===== src/rtl/pcm_sample_to_float_core_macros.svh =====
// Assertion helpers for the core RTL file.
`ifndef PCM_SAMPLE_TO_FLOAT_CORE_MACROS_SVH
`define PCM_SAMPLE_TO_FLOAT_CORE_MACROS_SVH

// Same-cycle implication, disabled during reset.
`define PCM2F_ASSERT_IMPL(lbl, ante, cons, msg) \
  lbl: assert property (@(posedge clk) disable iff (!rst_n) (ante) |-> (cons)) \
    else $error(msg);

// Next-cycle implication, disabled during reset.
`define PCM2F_ASSERT_NEXT(lbl, ante, cons, msg) \
  lbl: assert property (@(posedge clk) disable iff (!rst_n) (ante) |=> (cons)) \
    else $error(msg);

`endif


===== src/rtl/pcm2f_pkg.sv =====
// ----------------------------------------------------------------------------
// pcm2f_pkg
// Shared types and codes for the PCM sample to float32 converter.
// ----------------------------------------------------------------------------
package pcm2f_pkg;

  localparam logic [1:0] WCODE_8  = 2'd0;
  localparam logic [1:0] WCODE_16 = 2'd1;
  localparam logic [1:0] WCODE_24 = 2'd2;
  localparam logic [1:0] WCODE_32 = 2'd3;

  localparam logic REG_IS_FLOAT = 1'b0;
  localparam logic REG_WIDTH    = 1'b1;

  localparam logic [1:0] WCODE_RESET = WCODE_16;

  typedef struct packed {
    logic       is_float;
    logic [1:0] width_code;
  } pcm2f_cfg_t;

endpackage


===== src/rtl/pcm_sample_to_float_core.sv =====
// ----------------------------------------------------------------------------
// pcm_sample_to_float_core
// Raw little-endian PCM sample to normalized IEEE-754 single precision.
// ----------------------------------------------------------------------------
// Usage:
//   Input: drive in_raw_sample and pulse start; the item is taken at any edge
//   with start high, since busy stays low. One item may enter every cycle.
//   Output: out_strobe is high for one cycle with out_float_sample; the
//   receiver cannot stall, so each result must be taken in that cycle.
//   Pipeline: input register, then conversion into the result register.
//   Throughput: 1 item per cycle, set by the single-pass convert stage.
//   Config: APB registers at 0x0 (is_float_format) and 0x4
//   (sample_width_code). Write only while no item is in flight.
//   Reset: registers return to integer PCM, 16-bit; pipeline empties.
// ----------------------------------------------------------------------------
module pcm_sample_to_float_core
  import pcm2f_pkg::*;
(
  input  logic        clk,
  input  logic        rst_n,
  input  logic        start,
  output logic        busy,
  input  logic [31:0] in_raw_sample,
  output logic        out_strobe,
  output logic [31:0] out_float_sample,
  input  logic        psel,
  input  logic        penable,
  input  logic        pwrite,
  input  logic [2:0]  paddr,
  input  logic [31:0] pwdata,
  output logic [31:0] prdata,
  output logic        pready
);

`include "pcm_sample_to_float_core_macros.svh"

  pcm2f_cfg_t  cfg_r, cfg_nxt;
  logic        s1_valid_r;
  logic [31:0] s1_raw_r;
  logic        out_valid_r;
  logic [31:0] out_data_r;
  logic [31:0] conv_bits;
  logic        wr_en;

  assign busy   = 1'b0;
  assign pready = 1'b1;
  assign wr_en  = psel & penable & pwrite & pready;

  always_comb begin
    cfg_nxt = cfg_r;
    if (wr_en) begin
      unique case (paddr[2])
        REG_IS_FLOAT: cfg_nxt.is_float   = pwdata[0];
        REG_WIDTH:    cfg_nxt.width_code = pwdata[1:0];
        default:      cfg_nxt = cfg_r;
      endcase
    end
  end

  always_comb begin
    unique case (paddr[2])
      REG_IS_FLOAT: prdata = {31'd0, cfg_r.is_float};
      REG_WIDTH:    prdata = {30'd0, cfg_r.width_code};
      default:      prdata = 32'd0;
    endcase
  end

  always_ff @(posedge clk) begin
    if (!rst_n) begin
      cfg_r.is_float   <= 1'b0;
      cfg_r.width_code <= WCODE_RESET;
      s1_valid_r       <= 1'b0;
      out_valid_r      <= 1'b0;
    end else begin
      cfg_r       <= cfg_nxt;
      s1_valid_r  <= start & ~busy;
      out_valid_r <= s1_valid_r;
    end
  end

  always_ff @(posedge clk) begin
    if (start & ~busy) s1_raw_r <= in_raw_sample;
    if (s1_valid_r)    out_data_r <= conv_bits;
  end

  pcm2f_conv u_conv (
    .cfg   (cfg_r),
    .raw   (s1_raw_r),
    .fbits (conv_bits)
  );

  assign out_strobe       = out_valid_r;
  assign out_float_sample = out_data_r;

  `PCM2F_ASSERT_NEXT(a_take_to_s1, start && !busy, s1_valid_r, "accepted item lost")
  `PCM2F_ASSERT_NEXT(a_s1_to_out, s1_valid_r, out_strobe, "stage 1 item not delivered")
  `PCM2F_ASSERT_IMPL(a_finite_out, out_strobe, out_float_sample[30:23] != 8'hFF,
                     "non-finite result")

endmodule


===== src/rtl/pcm2f_conv.sv =====
// ----------------------------------------------------------------------------
// pcm2f_conv
// Combinational conversion of one raw sample word to a float32 bit pattern.
// ----------------------------------------------------------------------------
module pcm2f_conv
  import pcm2f_pkg::*;
(
  input  pcm2f_cfg_t  cfg,
  input  logic [31:0] raw,
  output logic [31:0] fbits
);

  always_comb begin
    logic [31:0] sv;
    logic [31:0] n;
    logic [4:0]  k;
    logic [4:0]  lz;
    logic        neg;
    logic        inc;
    logic [24:0] sum;
    logic [7:0]  expo;
    logic [22:0] frac;

    case (cfg.width_code)
      WCODE_8: begin
        // u - 128 is the low byte with its top bit flipped, read as signed
        sv = {{24{~raw[7]}}, ~raw[7], raw[6:0]};
        k  = 5'd7;
      end
      WCODE_16: begin
        sv = {{16{raw[15]}}, raw[15:0]};
        k  = 5'd15;
      end
      WCODE_24: begin
        sv = {{8{raw[23]}}, raw[23:0]};
        k  = 5'd23;
      end
      default: begin
        sv = raw;
        k  = 5'd31;
      end
    endcase

    neg = sv[31];
    n   = neg ? (~sv + 32'd1) : sv;

    // leading-zero normalize, binary steps
    lz = 5'd0;
    if (n[31:16] == 16'd0) begin n = {n[15:0], 16'd0}; lz[4] = 1'b1; end
    if (n[31:24] == 8'd0)  begin n = {n[23:0], 8'd0};  lz[3] = 1'b1; end
    if (n[31:28] == 4'd0)  begin n = {n[27:0], 4'd0};  lz[2] = 1'b1; end
    if (n[31:30] == 2'd0)  begin n = {n[29:0], 2'd0};  lz[1] = 1'b1; end
    if (n[31] == 1'b0)     begin n = {n[30:0], 1'b0};  lz[0] = 1'b1; end

    // round to nearest even on the dropped 8 bits
    inc  = n[7] & ((|n[6:0]) | n[8]);
    sum  = {1'b0, n[31:8]} + {24'd0, inc};
    frac = sum[24] ? 23'd0 : sum[22:0];
    expo = 8'd158 - {3'd0, lz} - {3'd0, k} + {7'd0, sum[24]};

    if (cfg.is_float) begin
      fbits = (raw[30:23] == 8'hFF) ? 32'd0 : raw;
    end else if (n[31] == 1'b0) begin
      fbits = 32'd0;
    end else begin
      fbits = {neg, expo, frac};
    end
  end

endmodule


===== config.mk =====
export PLATFORM = sky130hd
export DESIGN_NAME = pcm_sample_to_float_core
export DESIGN_NICKNAME = d
export VERILOG_FILES = /design/src/rtl/pcm2f_pkg.sv /design/src/rtl/pcm_sample_to_float_core.sv /design/src/rtl/pcm2f_conv.sv
export VERILOG_INCLUDE_DIRS = /design/src /design/src/rtl
export SDC_FILE = /design/constraint.sdc
export NUM_CORES = 1
export LEC_CHECK = 0
export ABC_AREA = 1
export BUFFER_PORTS_ARGS = -buffer_cell sky130_fd_sc_hd__clkbuf_2
export CELL_PAD_IN_SITES_DETAIL_PLACEMENT = 1
export CELL_PAD_IN_SITES_GLOBAL_PLACEMENT = 1
export CORE_MARGIN = 4
export CORE_UTILIZATION = 39
export CTS_CLUSTER_SIZE = 24
export DETAILED_ROUTE_END_ITERATION = 6
export PLACE_DENSITY_LB_ADDON = 0.05
export SLEW_MARGIN = 20
export SYNTH_ARGS = -nofsm -noshare
export SYNTH_HDL_FRONTEND = slang
export SYNTH_SLANG_ARGS = --single-unit

===== constraint.sdc =====
create_clock -name clk -period 6.7 [get_ports clk]
set_input_delay 0.67 -clock clk [delete_from_list [all_inputs] [get_ports clk]]
set_output_delay 0.67 -clock clk [all_outputs]
set_load 0.03 [all_outputs]

After elaboration in Yosys (flattened, before gate mapping)
Index checks and enable logic that the tools add are counted.
{ "word_totals": {"reg_bits": 69, "wordCells": 47, "memories": 0, "romBits": 0, "out_inout_bits": 67, "latch_bits": 0, "in_bits": 73, "mem_bits_rw": 0} }
{ "op_classes": {"n_lt_le_gt_ge": 0, "div": 0, "n_reduce_logical": 8, "bitwise": 7, "n_shift": 0, "eq_ne": 3, "mux": 18, "add_sub_neg": 5, "n_mul": 0} }
{ "ops": {"columns": ["op", "count"], "rows": [
  ["$mux 32", 9],
  ["$pmux 32 s3", 1],
  ["$pmux 32 s2", 1],
  ["$add 32x1->32 const B", 1],
  ["$not 32->32", 1],
  ["$add 24x1->25", 1],
  ["$mux 23", 1],
  ["$logic_not 16->1", 1],
  ["$pmux 5 s3", 1],
  ["$add 8x1->8", 1],
  ["$eq 8x8->1 const B", 1],
  ["$logic_not 8->1", 1],
  ["$sub 8x5->8", 1],
  ["$sub 8x5->8 const A", 1],
  ["$reduce_or 7->1", 1],
  ["$mux 1", 5],
  ["$logic_not 2->1", 2],
  ["$logic_not 4->1", 1],
  ["$reduce_and 2->1", 2],
  ["$and 1x1->1", 3],
  ["$eq 2x1->1 const B", 1],
  ["$eq 2x2->1 const B", 1],
  ["$not 1->1", 2],
  ["$or 1x1->1", 1]
]} }

Depth between registers and ports, before layout
{ "depth": {"word_depth": 21, "ltp_mapped": 49, "mapped_depth_nobuf": 47} }

By module
A second synthesis with hierarchy kept.
{ "hier_totals": {"cells_unflattened": 1153, "area_unflattened_um2": 7100.6} }
{ "by_module_without_submodules": {"columns": ["mod", "cells_each", "n_inst", "seq_area_each_um2", "area_per_inst_um2"], "rows": [
  ["pcm2f_conv", 1022, 1, 0.0, 4710.8],
  ["pcm_sample_to_float_core", 131, 1, 2021.9, 2389.8]
]} }

Least setup slack after synthesis
OpenSTA, ideal clock, no wires.
{ "synth_path": {"kind": "register to register", "start": "reg cfg_r[1] in the netlist's numbering", "end": "reg out_data_r[28], in the netlist out_float_sample[28] (data pin)", "required_ps": 6438, "path_buffers": 4, "setup_time_ps": 262, "period_less_slack_ps": 5401, "arrival_ps": 5139, "path_stages_with_launch": 47, "setup_slack_ps": 1299, "cell_sequence": "dfxtp_1 > inv_2 > nand3_2 > buf_6 > nand3_1 > nor2_2 > nand2_1 > nor2_1 > nand3_1 > nand2_1 > nand2_1 > nand2_1 > nand2_1 > nor2_4 > nand3_2 > buf_4 > nand2_1 > nand2_1 > (+11 left out) > buf_4 > nand3_1 > nand2_1 > nor2_2 > ha_1 > nand2_1 > nor2_2 > nand2_1 > nor2_4 > nand3_2 > inv_1 > ha_1 > ha_1 > ha_1 > nand2_1 > o21bai_1 > xor2_1 > o22ai_1"} }
{ "synth_via": {"elab_chain_cells": 21, "word_cells_on_any_way": 31, "cone_classes": "add/sub: 5; eq/ne: 2; mux: 15; bitwise: 3; reduce/logical: 6"} }
{ "synth_lines": {"columns": ["item", "line_no", "text"], "rows": [
  ["start: declaration", "pcm_sample_to_float_core.sv:37", "pcm2f_cfg_t cfg_r, cfg_nxt;"],
  ["start signal: assignment", "pcm_sample_to_float_core.sv:75", "cfg_r <= cfg_nxt;"],
  ["$eq 2x2->1, or another cell as far along", "pcm2f_conv.sv:24", "case (cfg.width_code)"],
  ["$pmux 32 s3", "pcm2f_conv.sv:24", null],
  ["$not 32->32", "pcm2f_conv.sv:45", "n = neg ? (~sv + 32'd1) : sv;"],
  ["$add 32x1->32", "pcm2f_conv.sv:45", null],
  ["$mux 32", "pcm2f_conv.sv:45", null],
  ["$logic_not 16->1", "pcm2f_conv.sv:49", "if (n[31:16] == 16'd0) begin n = {n[15:0], 16'd0}; lz[4] = 1'b1; end"],
  ["$mux 32", "pcm2f_conv.sv:49", null],
  ["$logic_not 8->1", "pcm2f_conv.sv:50", "if (n[31:24] == 8'd0) begin n = {n[23:0], 8'd0}; lz[3] = 1'b1; end"],
  ["(+6 left out)", null, null],
  ["$reduce_or 7->1", "pcm2f_conv.sv:56", "inc = n[7] & ((|n[6:0]) | n[8]);"],
  ["$or 1x1->1", "pcm2f_conv.sv:56", null],
  ["$and 1x1->1", "pcm2f_conv.sv:56", null],
  ["$add 24x1->25", "pcm2f_conv.sv:57", "sum = {1'b0, n[31:8]} + {24'd0, inc};"],
  ["$add 8x1->8", "pcm2f_conv.sv:59", "expo = 8'd158 - {3'd0, lz} - {3'd0, k} + {7'd0, sum[24]};"],
  ["$mux 32 (*)", "pcm2f_conv.sv:63", "end else if (n[31] == 1'b0) begin"],
  ["$mux 32 (*)", "pcm2f_conv.sv:61", "if (cfg.is_float) begin"],
  ["net conv_bits[28]", "pcm_sample_to_float_core.sv:42", "logic [31:0] conv_bits;"],
  ["end signal: assignment", "pcm_sample_to_float_core.sv:83", "if (s1_valid_r) out_data_r <= conv_bits;"],
  ["end: declaration", "pcm_sample_to_float_core.sv:41", "logic [31:0] out_data_r;"]
]} }
Mark *: on every way through the listed nets, which the timed path passes. The rest lies on a longest branch.
A chain may end at the register's enable or synchronous reset.

Final worst setup path
{ "layout_path": {"start": "reg cfg_r[0] in the netlist's numbering", "end": "reg out_data_r[28], in the netlist out_float_sample[28] (data pin)"} }
The elaborated chain is that of the path after synthesis.

==> run_results.csv <==
group,metric,value,unit
run_status,status,"completed",
sta,slew_violations,0,
hold_path,hold_class,"reg -> reg",
place,io_buffers,75,
logic_synthesis,synth_warnings,0,
hold_path,min_to,"out_strobe",
drt,drtAntennaViolNets,0,
power,ir_drop,0.000159,V
global_routing,grt_max_degree,38,
logic_synthesis,synthTopCellsByCount,"nand2_1 (421), nand3_1 (168), inv_1 (114)",
setup_path,cpMostUsedCell,"nand2_1",
place,dp_hpwl,21.4,mm
hold_path,min_from,"s1_valid_r",
floorplanning,die_h,144,um
setup_path,cp_data_required_time,6.77,ns
floorplanning,start_util,0.398,
global_routing,grt_overflow,0,
hold_path,whs_path_depth,2,
clocking,cts_tree,"yes",
setup_path,cpPeakStageDelay,0.38,ns
sta,layout_min_cycle_time,6.23,ns
logic_synthesis,synthArstFlopShare,0,
clocking,numCtsBuffers,9,
sta,skew,0.00947,ns
sta,max_freq,0.161,GHz
setup_path,timing.rr.end,"out_float_sample[28]",
setup_path,rrSetupSlack,0.47,ns
power,powerDensity,293,nW/um2
place,dp.cells,1450,
drt,via_per_inst,5.11,
drt,first_iter_violations,544,
logic_synthesis,synth_area,7170,um2
logic_synthesis,avgSynthCellArea,6.20,um2
clocking,insertion_delay,0.33,ns
global_routing,grt_pass1_vias,7497,
setup_path,critPathKind,"reg -> reg",
logic_synthesis,synth_most_common_cell,"nand2_1",
floorplanning,rows,49,
drt,vias,7559,
cells_and_area,nets,1326,
logic_synthesis,synth_top_area_share,0.268,
drt,post-route-drc-count,0,
floorplanning,io_pins,140,
logic_synthesis,synth_top_area_cell,"edfxtp_1",
power,total_power,2.41,mW
clocking,clk_pin_slew_worst_paths,0.06,ns
setup_path,crit_path_start_kind,"flip-flop",
setup_path,rr_startpoint,"cfg_r[0]",
power,leakage,4.20,nW
setup_path,cp.arrival,6.30,ns
drt,drtPass1Iterations,5,
floorplanning,die_area,20600,um2
logic_synthesis,synth_seq_cells,69,
sta,finalSetupViolations,0,
place,place_area,7690,um2
clocking,h-tree-depth,3,
sta,period_share,0.930,
run,drv_cap,0,
sta,worst_pin_slew,0.829,ns
logic_synthesis,ys_seq_area_frac,0.282,
clocking,clock_path_buffers,2,
place,place_congestion,0.889,
clocking,numClockSinks,69,
cells_and_area,multiInputGateArea,4390,um2
floorplanning,dieWidth,144,um
cells_and_area,drive_above_1_share,0.170,
cells_and_area,stdcell_count,1478,
cells_and_area,fill_cells,2483,
logic_synthesis,synth_area_leaders,"edfxtp_1 (27%), nand2_1 (22%), nand3_1 (12%)",
sta,worst_slack,0.470,ns
cells_and_area,antenna_cells,0,
setup_path,cp-end-kind,"flip-flop",
setup_path,r2r_cells,46,
global_routing,antenna_found_initial,0,
setup_path,critPathSlowestCell,"dfxtp_2",
sta,hold_viol,0,
logic_synthesis,synth_edf_count,64,
drt,routed_wirelength,26.0,mm
floorplanning,core_area,18000,um2
logic_synthesis,ys_types,43,
cells_and_area,postLayoutCellArea,8220,um2
logic_synthesis,synth-main-ff-cell,"edfxtp_1",
drt,wl_per_cell,17.6,um
cells_and_area,seq_area,2020,um2
setup_path,path_max_fanout,25,
clocking,root_buffer,"clkbuf_16",
cells_and_area,area_growth,14.7,%
global_routing,grt_pass1_wl,39.6,mm
sta,slew_headroom,0.447,
place,post-place-ws,0.0301,ns
cells_and_area,finish.utilization,0.456,
global_routing,track_usage,0.246,
logic_synthesis,synthCells,1155,
[worst max-delay path by stage]
stage,slack (ns),startpoint,endpoint,depth (start not counted)
after floorplan,1.30,cfg_r[1],out_float_sample[28],46
after global placement,0.17,cfg_r[0],out_float_sample[28],40
after CTS,0.02,cfg_r[0],out_float_sample[28],42
after detailed placement,0.03,cfg_r[0],out_float_sample[28],40
after global routing,-0.03,s1_raw_r[0],out_float_sample[28],46
final,0.47,cfg_r[0],out_float_sample[28],46
[critical path, delay by kind of cell (launching register included)]
kind,cells,cell delay (ns)
AND/OR/NAND/NOR,34,3.87
flip-flops,1,0.38
adder cells (fa/ha/maj),4,0.68
AO/OA/AOI/OAI,2,0.30
buffers and inverters,5,0.51
XOR/XNOR,1,0.21
[power breakdown]
part	switching (mW)	leakage [nW]	internal, mW	total, mW
logic	0.942	3.41	0.413	1.36
clock network	0.196	0.138	0.277	0.473
registers	0.0270	0.656	0.551	0.578
total	1.17	4.20	1.24	2.41
[layout make-up]
cell class                 instances  share of cell area
clock buffer                      11              0.0309
clock inverter                     5             0.00502
inverter                         126              0.0578
multi-input combinational        917               0.534
sequential                        69               0.246
tap                              229              0.0349
timing repair buffer             121              0.0915
[routing by layer]
layer	track usage	wire, um	vias to the layer above
met5	0	0	-
met4	0.0486	444	0
met3	0.0276	700	26
met2	0.429	12600	141
met1	0.333	12300	3557
li1	-	-	3835
[timing repair]
item | in CTS | in global routing
gates cloned | 0 | 1
setup buffers | 0 | 11
gates resized for setup | 2 | 40
endpoints found under the setup margin | 1 | 7
hold buffers | 0 | 0
endpoints found under the hold margin | 0 | 0
pin swaps | 0 | 10
[registers in the layout, summed over array words and instances, names as in the netlist]
register	cells
s1_valid_r	1
cfg_r	3
out_strobe	1
out_float_sample	32
s1_raw_r	32
[cells by family after synthesis]
logic type | Yosys count | synth area share
DFF | 69 | 0.282
and+or+nand+nor | 765 | 0.466
other | 2 | 0.00105
adders and majority gates | 9 | 0.0168
buffers and inverters | 200 | 0.139
AOI/OAI and AO/OA | 90 | 0.0702
xor gates and xnor gates | 20 | 0.0244
[cell usage in the layout, fill, tap and decap left out, types with 4 or more instances in the layout]
cell type  count
or2_2          6
clkbuf_16     10
inv_2         11
xnor2_1        4
o21ai_0       43
o22ai_1        6
ha_1           7
nor2_2        14
nand4_1       13
nand3_1      168
buf_4         41
a21oi_1       11
nand2_4        5
inv_1        112
conb_1        32
edfxtp_1      64
o21ai_1       16
nand2_2        9
clkbuf_2      75
nand3b_1       8
nor2_4        13
nor2_1       101
xor2_1        16
nand2_1      414
[stage by stage]
| step | TNS [ns] | hold WS, ns |
|---|---|---|
| 2_1_floorplan | 0 | 0.514 |
| 3_3_place_gp | 0 | 0.425 |
| 3_5_place_dp | 0 | 0.442 |
| 4_1_cts | 0 | 0.450 |
| 5_1_grt | -0.0318 | 0.486 |
| 6_report | 0 | 0.446 |
(Power assumes the default switching activity.)
